==> config.mk <==
export PLATFORM = sky130hd
export DESIGN_NAME = counted_multiset_table_top
export DESIGN_NICKNAME = d
export VERILOG_FILES = /design/src/cmt_pkg.sv /design/src/counted_multiset_table_top.sv /design/src/cmt_ram.sv /design/src/cmt_scan.sv
export SDC_FILE = /design/constraint.sdc
export NUM_CORES = 2
export LEC_CHECK = 0
export BUFFER_PORTS_ARGS = -buffer_cell sky130_fd_sc_hd__buf_4
export CAP_MARGIN = 20
export CORE_ASPECT_RATIO = 0.75
export CORE_MARGIN = 1.5
export CORE_UTILIZATION = 23
export CTS_CLUSTER_DIAMETER = 100
export CTS_CLUSTER_SIZE = 30
export DETAILED_ROUTE_END_ITERATION = 10
export PLACE_DENSITY_LB_ADDON = 0.2
export SKIP_LAST_GASP = 1
export SLEW_MARGIN = 20
export SYNTH_ARGS = -nofsm -noshare
export SYNTH_HDL_FRONTEND = slang
export SYNTH_SLANG_ARGS = --single-unit
==> constraint.sdc <==
create_clock -name clock -period 12.7 [get_ports clock]
set_input_delay 3.81 -clock clock [delete_from_list [all_inputs] [get_ports clock]]
set_output_delay 3.81 -clock clock [all_outputs]
set_load 0.01 [all_outputs]
==> src/cmt_pkg.sv <==
`timescale 1ns / 1ps

package cmt_pkg;

   localparam int ENTRIES        = 64;
   localparam int KEY_WIDTH      = 32;
   localparam int COUNT_WIDTH    = 16;
   localparam int IDX_WIDTH      = $clog2(ENTRIES);
   localparam int ENTRY_WIDTH    = KEY_WIDTH + COUNT_WIDTH;
   localparam int OP_WIDTH       = 2;
   localparam int TOTAL_WIDTH    = 22;
   localparam int DISTINCT_WIDTH = 7;

   localparam logic [COUNT_WIDTH-1:0] COUNT_MAX = '1;
   localparam logic [IDX_WIDTH-1:0]   LAST_IDX  = IDX_WIDTH'(ENTRIES - 1);

   typedef enum logic [OP_WIDTH-1:0] {
      OP_INSERT    = 2'd0,
      OP_ERASE_ONE = 2'd1,
      OP_ERASE_ALL = 2'd2,
      OP_QUERY     = 2'd3
   } op_type;

   typedef enum logic [1:0] {
      ST_IDLE,
      ST_SCAN,
      ST_FLUSH,
      ST_COMMIT
   } state_type;

   // control from the sequencer to the compare unit
   typedef struct packed {
      logic                 clear;
      logic                 valid;
      logic [IDX_WIDTH-1:0] idx;
      logic                 live;
   } scan_ctrl_type;

   // what the scan found so far
   typedef struct packed {
      logic                   hit;
      logic [IDX_WIDTH-1:0]   hit_idx;
      logic [COUNT_WIDTH-1:0] hit_count;
      logic                   free;
      logic [IDX_WIDTH-1:0]   free_idx;
   } scan_result_type;

endpackage

==> src/counted_multiset_table_top.sv <==
`timescale 1ns / 1ps

// channel   dir  handshake            payload
// req       in   req_valid/req_ready  req_op[1:0], req_key[31:0]
// rsp       out  rsp_valid/rsp_ready  rsp_ok, rsp_result_count[15:0], rsp_total_items[21:0],
//                                     rsp_distinct_items[6:0], rsp_is_empty
//
// Each request passes through accept, one read per entry from the single-port entry RAM,
// a last compare and a commit.
// Only one request is in flight; req_ready is high while the sequencer is idle.
// Reset (synchronous) clears the live bits, totals, sequencer and response valid;
// entry RAM contents are not cleared, a live bit per entry masks them.
// A response waiting on rsp_ready does not block the next request, but that
// request's commit waits until the response slot is free.

module counted_multiset_table_top (
   input  logic                                 clock,
   input  logic                                 reset,
   input  logic                                 req_valid,
   output logic                                 req_ready,
   input  logic [cmt_pkg::OP_WIDTH-1:0]         req_op,
   input  logic [31:0]                          req_key,
   output logic                                 rsp_valid,
   input  logic                                 rsp_ready,
   output logic                                 rsp_ok,
   output logic [15:0]                          rsp_result_count,
   output logic [cmt_pkg::TOTAL_WIDTH-1:0]      rsp_total_items,
   output logic [cmt_pkg::DISTINCT_WIDTH-1:0]   rsp_distinct_items,
   output logic                                 rsp_is_empty
);

   // sequencer
   cmt_pkg::state_type state_ff, state_in;
   logic               req_fire;
   logic               commit_fire;

   // latched request
   cmt_pkg::op_type                 op_ff;
   logic [cmt_pkg::KEY_WIDTH-1:0]   key_ff;

   // scan address and the compare stage, which trails it by one register
   logic [cmt_pkg::IDX_WIDTH-1:0] scan_idx_ff, scan_idx_in;
   logic                          cmp_valid_ff, cmp_valid_in;
   logic [cmt_pkg::IDX_WIDTH-1:0] cmp_idx_ff;

   // per-entry live bits: count != 0
   logic [cmt_pkg::ENTRIES-1:0] live_ff, live_in;

   logic [cmt_pkg::TOTAL_WIDTH-1:0]    total_ff, total_in;
   logic [cmt_pkg::DISTINCT_WIDTH-1:0] distinct_ff, distinct_in;

   // RAM port
   logic                            ram_en;
   logic                            ram_we;
   logic [cmt_pkg::IDX_WIDTH-1:0]   ram_addr;
   logic [cmt_pkg::ENTRY_WIDTH-1:0] ram_wdata;
   logic [cmt_pkg::ENTRY_WIDTH-1:0] ram_rdata;

   logic                     scan_clear;
   cmt_pkg::scan_ctrl_type   scan_ctrl;
   cmt_pkg::scan_result_type scan_res;

   // commit decisions
   logic                            upd_we;
   logic [cmt_pkg::IDX_WIDTH-1:0]   upd_idx;
   logic [cmt_pkg::COUNT_WIDTH-1:0] upd_count;
   logic                            upd_live;
   logic                            upd_ok;
   logic [cmt_pkg::COUNT_WIDTH-1:0] upd_rc;

   // response register
   logic                               rsp_valid_ff, rsp_valid_in;
   logic                               rsp_ok_ff;
   logic [15:0]                        rsp_rc_ff;
   logic [cmt_pkg::TOTAL_WIDTH-1:0]    rsp_total_ff;
   logic [cmt_pkg::DISTINCT_WIDTH-1:0] rsp_distinct_ff;

   assign req_fire    = req_valid && req_ready;
   assign commit_fire = (state_ff == cmt_pkg::ST_COMMIT) && (!rsp_valid_ff || rsp_ready);

   // next state
   always_comb begin
      state_in = state_ff;
      case (state_ff)
         cmt_pkg::ST_IDLE: begin
            if (req_valid) state_in = cmt_pkg::ST_SCAN;
         end
         cmt_pkg::ST_SCAN: begin
            if (scan_idx_ff == cmt_pkg::LAST_IDX) state_in = cmt_pkg::ST_FLUSH;
         end
         cmt_pkg::ST_FLUSH: begin
            state_in = cmt_pkg::ST_COMMIT;
         end
         cmt_pkg::ST_COMMIT: begin
            if (!rsp_valid_ff || rsp_ready) state_in = cmt_pkg::ST_IDLE;
         end
         default: begin
            state_in = cmt_pkg::ST_IDLE;
         end
      endcase
   end

   // sequencer outputs
   always_comb begin
      req_ready    = 1'b0;
      ram_en       = 1'b0;
      ram_we       = 1'b0;
      ram_addr     = scan_idx_ff;
      scan_clear   = 1'b0;
      cmp_valid_in = 1'b0;
      scan_idx_in  = scan_idx_ff;
      case (state_ff)
         cmt_pkg::ST_IDLE: begin
            req_ready   = 1'b1;
            scan_clear  = 1'b1;
            scan_idx_in = '0;
         end
         cmt_pkg::ST_SCAN: begin
            ram_en       = 1'b1;
            cmp_valid_in = 1'b1;
            scan_idx_in  = scan_idx_ff + 1'b1;
         end
         cmt_pkg::ST_FLUSH: begin
         end
         cmt_pkg::ST_COMMIT: begin
            ram_en   = commit_fire && upd_we;
            ram_we   = commit_fire && upd_we;
            ram_addr = upd_idx;
         end
         default: begin
         end
      endcase
   end

   // fields in order: clear, valid, idx, live
   assign scan_ctrl = {scan_clear, cmp_valid_ff, cmp_idx_ff, live_ff[cmp_idx_ff]};

   assign ram_wdata = {key_ff, upd_count};

   cmt_ram #(
      .WIDTH (cmt_pkg::ENTRY_WIDTH),
      .DEPTH (cmt_pkg::ENTRIES)
   ) u_entry_ram (
      .clock (clock),
      .en    (ram_en),
      .we    (ram_we),
      .addr  (ram_addr),
      .wdata (ram_wdata),
      .rdata (ram_rdata)
   );

   cmt_scan u_scan (
      .clock  (clock),
      .reset  (reset),
      .ctrl   (scan_ctrl),
      .key    (key_ff),
      .entry  (ram_rdata),
      .result (scan_res)
   );

   // commit: apply the op to the entry the scan found
   always_comb begin
      upd_we      = 1'b0;
      upd_idx     = scan_res.hit_idx;
      upd_count   = scan_res.hit_count;
      upd_live    = 1'b1;
      upd_ok      = 1'b0;
      upd_rc      = '0;
      total_in    = total_ff;
      distinct_in = distinct_ff;
      case (op_ff)
         cmt_pkg::OP_INSERT: begin
            if (scan_res.hit) begin
               // saturated count changes nothing
               if (scan_res.hit_count != cmt_pkg::COUNT_MAX) begin
                  upd_we    = 1'b1;
                  upd_count = scan_res.hit_count + 1'b1;
                  upd_ok    = 1'b1;
                  total_in  = total_ff + 1'b1;
               end
            end else if (scan_res.free) begin
               upd_we      = 1'b1;
               upd_idx     = scan_res.free_idx;
               upd_count   = cmt_pkg::COUNT_WIDTH'(1);
               upd_ok      = 1'b1;
               total_in    = total_ff + 1'b1;
               distinct_in = distinct_ff + 1'b1;
            end
         end
         cmt_pkg::OP_ERASE_ONE: begin
            if (scan_res.hit) begin
               upd_we    = 1'b1;
               upd_count = scan_res.hit_count - 1'b1;
               upd_live  = (upd_count != '0);
               upd_ok    = 1'b1;
               upd_rc    = cmt_pkg::COUNT_WIDTH'(1);
               total_in  = total_ff - 1'b1;
               if (!upd_live) distinct_in = distinct_ff - 1'b1;
            end
         end
         cmt_pkg::OP_ERASE_ALL: begin
            if (scan_res.hit) begin
               upd_we      = 1'b1;
               upd_count   = '0;
               upd_live    = 1'b0;
               upd_ok      = 1'b1;
               upd_rc      = scan_res.hit_count;
               total_in    = total_ff - cmt_pkg::TOTAL_WIDTH'(scan_res.hit_count);
               distinct_in = distinct_ff - 1'b1;
            end
         end
         cmt_pkg::OP_QUERY: begin
            if (scan_res.hit) begin
               upd_ok = 1'b1;
               upd_rc = scan_res.hit_count;
            end
         end
         default: begin
         end
      endcase
   end

   always_comb begin
      live_in = live_ff;
      if (commit_fire && upd_we) live_in[upd_idx] = upd_live;
   end

   always_comb begin
      rsp_valid_in = rsp_valid_ff;
      if (commit_fire)    rsp_valid_in = 1'b1;
      else if (rsp_ready) rsp_valid_in = 1'b0;
   end

   always_ff @(posedge clock) begin
      if (reset) begin
         state_ff     <= cmt_pkg::ST_IDLE;
         scan_idx_ff  <= '0;
         cmp_valid_ff <= 1'b0;
         live_ff      <= '0;
         total_ff     <= '0;
         distinct_ff  <= '0;
         rsp_valid_ff <= 1'b0;
      end else begin
         state_ff     <= state_in;
         scan_idx_ff  <= scan_idx_in;
         cmp_valid_ff <= cmp_valid_in;
         live_ff      <= live_in;
         rsp_valid_ff <= rsp_valid_in;
         if (commit_fire) begin
            total_ff    <= total_in;
            distinct_ff <= distinct_in;
         end
      end
   end

   // payload registers
   always_ff @(posedge clock) begin
      cmp_idx_ff <= scan_idx_ff;
      if (req_fire) begin
         op_ff  <= cmt_pkg::op_type'(req_op);
         key_ff <= req_key[cmt_pkg::KEY_WIDTH-1:0];
      end
      if (commit_fire) begin
         rsp_ok_ff       <= upd_ok;
         rsp_rc_ff       <= 16'(upd_rc);
         rsp_total_ff    <= total_in;
         rsp_distinct_ff <= distinct_in;
      end
   end

   assign rsp_valid          = rsp_valid_ff;
   assign rsp_ok             = rsp_ok_ff;
   assign rsp_result_count   = rsp_rc_ff;
   assign rsp_total_items    = rsp_total_ff;
   assign rsp_distinct_items = rsp_distinct_ff;
   assign rsp_is_empty       = (rsp_distinct_ff == '0);

   // distinct counter tracks the live bits
   a_distinct_matches_live: assert property (@(posedge clock) disable iff (reset)
      distinct_ff == cmt_pkg::DISTINCT_WIDTH'($countones(live_ff)))
      else $error("distinct count out of step with live bits");

   // commit holds while the previous response is not taken
   a_commit_waits: assert property (@(posedge clock) disable iff (reset)
      (state_ff == cmt_pkg::ST_COMMIT && rsp_valid_ff && !rsp_ready)
      |=> (state_ff == cmt_pkg::ST_COMMIT))
      else $error("commit did not wait for response slot");

   // entry RAM is written only at commit
   a_write_at_commit: assert property (@(posedge clock) disable iff (reset)
      ram_we |-> commit_fire)
      else $error("entry write outside commit");

   // a failed request never reports a count
   a_no_count_on_miss: assert property (@(posedge clock) disable iff (reset)
      (rsp_valid_ff && !rsp_ok_ff) |-> (rsp_rc_ff == '0))
      else $error("count reported on failed request");

endmodule

==> src/cmt_ram.sv <==
`timescale 1ns / 1ps

module cmt_ram #(
   parameter int WIDTH = 8,
   parameter int DEPTH = 16
) (
   input  logic                     clock,
   input  logic                     en,
   input  logic                     we,
   input  logic [$clog2(DEPTH)-1:0] addr,
   input  logic [WIDTH-1:0]         wdata,
   output logic [WIDTH-1:0]         rdata
);

   logic [WIDTH-1:0] mem [DEPTH];
   logic [WIDTH-1:0] rdata_ff;

   always_ff @(posedge clock) begin
      if (en) begin
         if (we) begin
            mem[addr] <= wdata;
         end else begin
            rdata_ff <= mem[addr];
         end
      end
   end

   assign rdata = rdata_ff;

endmodule

==> src/cmt_scan.sv <==
`timescale 1ns / 1ps

module cmt_scan (
   input  logic                                clock,
   input  logic                                reset,
   input  cmt_pkg::scan_ctrl_type              ctrl,
   input  logic [cmt_pkg::KEY_WIDTH-1:0]       key,
   input  logic [cmt_pkg::ENTRY_WIDTH-1:0]     entry,
   output cmt_pkg::scan_result_type            result
);

   logic [cmt_pkg::KEY_WIDTH-1:0]   entry_key;
   logic [cmt_pkg::COUNT_WIDTH-1:0] entry_count;
   logic                            match;
   logic                            is_free;
   cmt_pkg::scan_result_type        res_ff;
   cmt_pkg::scan_result_type        res_in;

   assign entry_key   = entry[cmt_pkg::ENTRY_WIDTH-1:cmt_pkg::COUNT_WIDTH];
   assign entry_count = entry[cmt_pkg::COUNT_WIDTH-1:0];

   // the one comparator: live entry with equal key, or a free slot
   assign match   = ctrl.valid && ctrl.live && (entry_key == key);
   assign is_free = ctrl.valid && !ctrl.live;

   always_comb begin
      res_in = res_ff;
      if (ctrl.clear) begin
         res_in.hit  = 1'b0;
         res_in.free = 1'b0;
      end else begin
         if (match && !res_ff.hit) begin
            res_in.hit       = 1'b1;
            res_in.hit_idx   = ctrl.idx;
            res_in.hit_count = entry_count;
         end
         if (is_free && !res_ff.free) begin
            res_in.free     = 1'b1;
            res_in.free_idx = ctrl.idx;
         end
      end
   end

   always_ff @(posedge clock) begin
      if (reset) begin
         res_ff.hit  <= 1'b0;
         res_ff.free <= 1'b0;
      end else begin
         res_ff.hit  <= res_in.hit;
         res_ff.free <= res_in.free;
      end
      res_ff.hit_idx   <= res_in.hit_idx;
      res_ff.hit_count <= res_in.hit_count;
      res_ff.free_idx  <= res_in.free_idx;
   end

   assign result = res_ff;

endmodule

; After elaboration in Yosys (flattened, before gate mapping)
; Memories as Yosys holds them, arrays and structs flattened. A register that Yosys moved wholly into a read port is not among the register bits.
; Cells that the tools add are included.
[word_totals]
reg_bits = 219
ramBits = 3072
word_cells = 126
n_memories = 1
[mem_list]
columns = memory, depth, word_bits, rd, rd_ports_with_merged_regs, wr, line
row1 = u_entry_ram.mem, 64, 48, 1, 1, 1, cmt_ram.sv:15  ; logic [WIDTH-1:0] mem [DEPTH];
[op_classes]
add_sub_neg = 8
magnitude_cmp = 3
n_eq_ne = 12
muxes = 53
bitwise_logic = 2
reduce_logical = 28
[ops]
columns = op, n
row1 = 2-to-1 mux 22 bit, 5
row2 = 2-to-1 mux 16 bit, 6
row3 = case mux 22 bit (3 select lines), 1
row4 = bitwise mux 64 bit, 1
row5 = case mux 16 bit (3 select lines), 1
row6 = 2-to-1 mux 7 bit, 5
row7 = == test 32 bit, 1
row8 = case mux 16 bit (2 select lines), 1
row9 = 2-to-1 mux 6 bit, 4
row10 = adder 22 x 1 -> 22 bit (second input constant), 1
row11 = subtractor 22 x 1 -> 22 bit (second input constant), 1
row12 = subtractor 22 x 16 -> 22 bit, 1
row13 = case mux 7 bit (3 select lines), 1
row14 = 2-to-1 mux 1 bit, 17
row15 = adder 16 x 1 -> 16 bit (second input constant), 1
row16 = inequality test 16 bit (second input constant), 1
row17 = nonzero test 16 bit, 1
row18 = subtractor 16 x 1 -> 16 bit (second input constant), 1
row19 = < comparator 6 x 7 -> 1 bit (second input constant), 2
row20 = case mux 6 bit (2 select lines), 1
row21 = logical AND 1 bit, 9
row22 = == test 2 bit (second input constant), 4
row23 = case mux 1 bit (2 select lines), 4
row24 = case mux 2 bit (4 select lines), 1
row25 = other kinds (21), 35

; Depth between registers and ports, before layout
[logic_depth]
word_depth = 9
depth_mapped = 14
ltp_nobuf = 12

; Cells and area by module
; From an unflattened synthesis, not the netlist that was laid out.
[hier_totals]
hier_cells = 7986
area_unflattened_um2 = 134537.8
[by_module_without_submodules]
columns = module, n_inst, cells_each, area_each_um2
row1 = cmt_ram, 1, 6481, 120862.2
row2 = counted_multiset_table_top, 1, 1424, 12399.4
row3 = cmt_scan, 1, 81, 1276.2

; Worst setup path after synthesis
; No wires, ideal clock.
[synth_path]
path_type = in2reg
startpoint = in rsp_ready
endpoint = mem u_entry_ram.mem[4][0] (netlist name) (enable)
setup_time_ps = 455
arrival_time_ps = 7037
required_ps = 12245
path_slack_ps = 5208
stages = 8
n_path_buf = 1
cell_sequence = nand2b_1 -> nand2_1 -> inv_2 -> nand2_1 -> a21oi_1 -> nand2_1 -> buf_2 -> nor2_1
[synth_between]
elab_chain_len = 7
word_cells_on_any_way = 8
cone_classes = mux (5) / reduce/logical (3)
[synth_rtl]
columns = item, line
row1 = "start, declared", counted_multiset_table_top.sv:24  ; input logic rsp_ready,
row2 = logical OR 1 bit *, counted_multiset_table_top.sv:79  ; assign commit_fire = (state_ff == cmt_pkg::ST_COMMIT) && (!rsp_valid_ff || rsp_ready);
row3 = logical AND 1 bit *, counted_multiset_table_top.sv:79
row4 = logical AND 1 bit *, "counted_multiset_table_top.sv:126, counted_multiset_table_top.sv:127"
row5 = 2-to-1 mux 1 bit, counted_multiset_table_top.sv:112  ; case (state_ff)
row6 = 2-to-1 mux 1 bit, cmt_ram.sv:20  ; if (we) begin
row7 = 2-to-1 mux 1 bit *, cmt_ram.sv:19  ; if (en) begin
row8 = 2-to-1 mux 1 bit (not written as such) *, cmt_ram.sv:21  ; mem[addr] <= wdata;
row9 = "end, declared", cmt_ram.sv:15
; Every way passes the cells marked *; elsewhere a longest branch is shown, timed or not.

; Worst setup path after layout
[layout_path]
startpoint = in rsp_ready
endpoint = mem u_entry_ram.mem[29][18] (netlist name) (enable)
; The elaborated chain is that of the path after synthesis.

==> flow_metrics.tcl <==
set metrics [dict create \
    setup_viol 0 \
    result_of_the_run "finished, final reports clean" \
    cts_buffers 139 \
    synth_top_area_cell "sky130_fd_sc_hd__edfxtp_1" \
    clock_sinks 3339 \
    max_stage_delay_ns 1.08 \
    fin_crit_sh_pct 57.21 \
    place.detailed.instances 14435 \
    die-width_um 857.1 \
    power.density_mw_per_mm2 168.4 \
    synth_edf_count 3228 \
    critPathTopFamily "simple AND/OR/NAND/NOR gates" \
    placeableCoreArea_mm2 0.5457 \
    synth_fp_nets 7355 \
    path_max_fanout 25 \
    placementRows 235 \
    crit_path_cells "buf_4 -> nand2b_1 -> nand2_1 -> inv_2 -> nand2_1 -> a21oi_2 -> nand2_2 -> nor2_4 -> buf_4" \
    antenna_found_initial 62 \
    max_freq_mhz 137.6 \
    drv_cap 0 \
    totalNegativeSetupSlack_ns 0 \
    netlist_area_mm2 0.1258 \
    cp.arrival_ns 7.82 \
    clkLatencyLatePin_ns 0.95 \
    ctsLongestPathBuffers 4 \
    grt_overflow 0 \
    seq_area_frac_synth_pct 78.80 \
    grt_max_degree 83 \
    areaGrowthSynthToFinish_pct 12.51 \
    worst_ep_required_time_ns 13.26 \
    drt_first_pass_iters 6 \
    relSlewSlack_pct 15.25 \
    synth.top_cells.by_count "3228 x sky130_fd_sc_hd__edfxtp_1, 1005 x sky130_fd_sc_hd__a22oi_1, 271 x sky130_fd_sc_hd__nor2_1" \
    hpwl_um 316400 \
    nets 7424 \
    synthDominantCellAreaShare_pct 77.03 \
    cp_num_buf_inv 3 \
    critPathSlowestCell "sky130_fd_sc_hd__nor2_4" \
    synth.lib_cells_used.distinct 95 \
    detail_route.wirelength_um 510100 \
    grt_pass1_wl_um 675900 \
    cts.clk_slew.worst_paths_ns 0.12 \
    yosysWarnings 0 \
    synthArstFlopShare_pct 0 \
    layout-drive-gt1-share_pct 11.63 \
    track_usage_pct 17.68 \
    finalHoldViolations 0 \
    place.port_buffers 86 \
    finish.instance_area_mm2 0.1416 \
    post_cts_resized 0 \
    synth.most_common_cell "sky130_fd_sc_hd__edfxtp_1" \
    drt-vias-per-instance 5.149 \
    worst_hold_path_type "flop to flop" \
    yosys_most_used_dff "sky130_fd_sc_hd__edfxtp_1" \
    cts_tree "built" \
    route.detailed.drc 0 \
    rsz_0062_raised_after_global_routing "no" \
    cts.htree.levels 4 \
    final-max-slew-violation-count 0 \
    die_y_um 643.6 \
    finalClockSkew_ns 0.09229 \
    netlist_instances 7281 \
    floorplan.io_pins 87 \
    ys_ff_latch 3339 \
    gp_routability_congestion 0.8518 \
    vias 75443 \
    drtIter0Drc 12320 \
    setup.worst_path.start_class "input pin" \
    timing_worst_setup_path_type "input pin to flop" \
    stdcell_count 14653 \
    die_area_mm2 0.5516 \
    detail_route.wl_per_cell_um 34.81 \
    ctsRootBufferMaster "sky130_fd_sc_hd__clkbuf_16" \
    postPlaceCellArea_mm2 0.1374 \
    vdd_drop_max_uv 140.6 \
    timing.critical_path.to_type "flop" \
    syn_avg_cell_area_um2 17.28 \
    whs_ns 0.4456 \
    postRouteAntennaNets 0 \
    total_power_mw 23.84 \
    first_global_vias 69599 \
    initial_core_util_pct 23.06 \
    postcts_setup_bufs 0 \
    total_leakage_power_nw 40.18 \
    synth_area_leaders "sky130_fd_sc_hd__edfxtp_1 77%, sky130_fd_sc_hd__a22oi_1 6.0%, sky130_fd_sc_hd__dfxtp_1 1.8%" \
    tightest_slew_ns 1.265 \
    number_of_buffers_inserted_by_hold_repair_at_cts 0 \
    fin_crit_ns 7.266 \
]
==> per-layer routing <==
| metal | vias to the layer above | track usage [%] | part of all wire (%) |
|---|---|---|---|
| met2 | 3919 | 25.75 | 42 |
| met4 | 4 | 2.753 | 1.7 |
| met5 | - | 0 | 0.0053 |
| met3 | 359 | 3.036 | 9.0 |
| li1 | 30257 | - | - |
| met1 | 40904 | 27.70 | 47 |
==> placed cells by master, fill, tap and decap left out, types with 24 or more instances in the layout <==
master                      netlist  final
sky130_fd_sc_hd__a22o_1         126    126
sky130_fd_sc_hd__a21oi_1        199    194
sky130_fd_sc_hd__a22oi_1       1005   1005
sky130_fd_sc_hd__nor3_1          61     56
sky130_fd_sc_hd__o22ai_1         40     38
sky130_fd_sc_hd__clkbuf_16        0    143
sky130_fd_sc_hd__inv_1           41     41
sky130_fd_sc_hd__clkbuf_1       223     31
sky130_fd_sc_hd__nand2_1        202    192
sky130_fd_sc_hd__a221oi_1       136    136
sky130_fd_sc_hd__nor4_1          81     67
sky130_fd_sc_hd__o21ai_0         97     91
sky130_fd_sc_hd__mux2_2          72     72
sky130_fd_sc_hd__nand4_1         89     89
sky130_fd_sc_hd__a41oi_1        105     92
sky130_fd_sc_hd__edfxtp_1      3228   3228
sky130_fd_sc_hd__mux2i_1        176    176
sky130_fd_sc_hd__a31oi_1        176    159
sky130_fd_sc_hd__ha_1            35     33
sky130_fd_sc_hd__dfxtp_1        111    110
sky130_fd_sc_hd__nor2_1         271    204
sky130_fd_sc_hd__nand3_1         92     83
sky130_fd_sc_hd__xor2_1          36     36
sky130_fd_sc_hd__buf_4           20    383
sky130_fd_sc_hd__nor2_4           0     67
sky130_fd_sc_hd__buf_12           0     24
sky130_fd_sc_hd__a222oi_1        72     72
==> flip-flops by register name (all words and copies together) (netlist names) <==
name	count
rsp_total_items	22
live_ff	64
state_ff	2
rsp_distinct_items	7
u_entry_ram.mem	3072
scan_idx_ff	6
distinct_ff	7
key_ff	32
rsp_ok	1
u_entry_ram.rdata	48
rsp_result_count	16
rsp_valid	1
cmp_valid_ff	1
total_ff	22
cmp_idx_ff	6
u_scan.result	30
op_ff	2
==> where the power goes <==
| part | leakage, nW | internal [mW] | total (mW) | switching (mW) |
|---|---|---|---|---|
| clock network | 1.95 | 2.14 | 5.73 | 3.58 |
| registers | 30.0 | 12.9 | 13.1 | 0.232 |
| logic | 8.20 | 1.11 | 4.99 | 3.88 |
==> worst reg2reg max path: cells and delay by family (launching register included) <==
kind | cells | cell delay (ns)
flops | 1 | 0.44
fa+ha+maj | 1 | 0.15
compound gates | 4 | 2.02
mux | 1 | 0.52
buf+inv | 5 | 2.22
simple gates | 2 | 0.82
==> cell families (layout without fill, tap and decap cells) <==
logic type | Yosys count | in the layout | synth area share, %
xor gates and xnor gates | 57 | 57 | 0.3967
DFF | 3339 | 3339 | 78.80
muxes | 273 | 273 | 2.467
adders and majority gates | 36 | 36 | 0.3639
other | 0 | 20 | 0
buffers and inverters | 530 | 654 | 1.825
AOI/OAI and AO/OA | 2134 | 2134 | 12.62
and+or+nand+nor | 912 | 912 | 3.533
==> stage by stage <==
step / utilization, % / setup slack [ns]
final: 25.94 / 5.434
after global routing: 25.94 / 5.349
after CTS: 25.92 / 5.453
after detailed placement: 25.18 / 4.469
after global placement: 25.13 / 4.517
after floorplan: - / 5.208
==> final cells by class <==
type                    instances  area, um^2
fillers                     55082      404100
flip-flops and latches       3339       99160
multi-input cells            3412       25610
well taps                    7228        9044
clock buffers                 174        3695
repair buffers                414        3532
clock inverters                22       327.8
inverters                      44       165.2
diodes                         20       50.05
==> worst paths after layout <==
| kind | slack (ns) | cells past startpoint | startpoint | endpoint |
|---|---|---|---|---|
| worst max-delay path | 5.43 | 9 | rsp_ready | u_entry_ram.mem[29][18] |
| worst min-delay path | 0.45 | 0 | u_entry_ram.rdata[2] | u_scan.result[9] |
| worst max register to register | 6.35 | 13 | op_ff[0] | u_entry_ram.rdata[23] |
| worst min register to register | 0.45 | 0 | u_entry_ram.rdata[2] | u_scan.result[9] |
No activity file was read; power rests on OpenSTA's default activity.
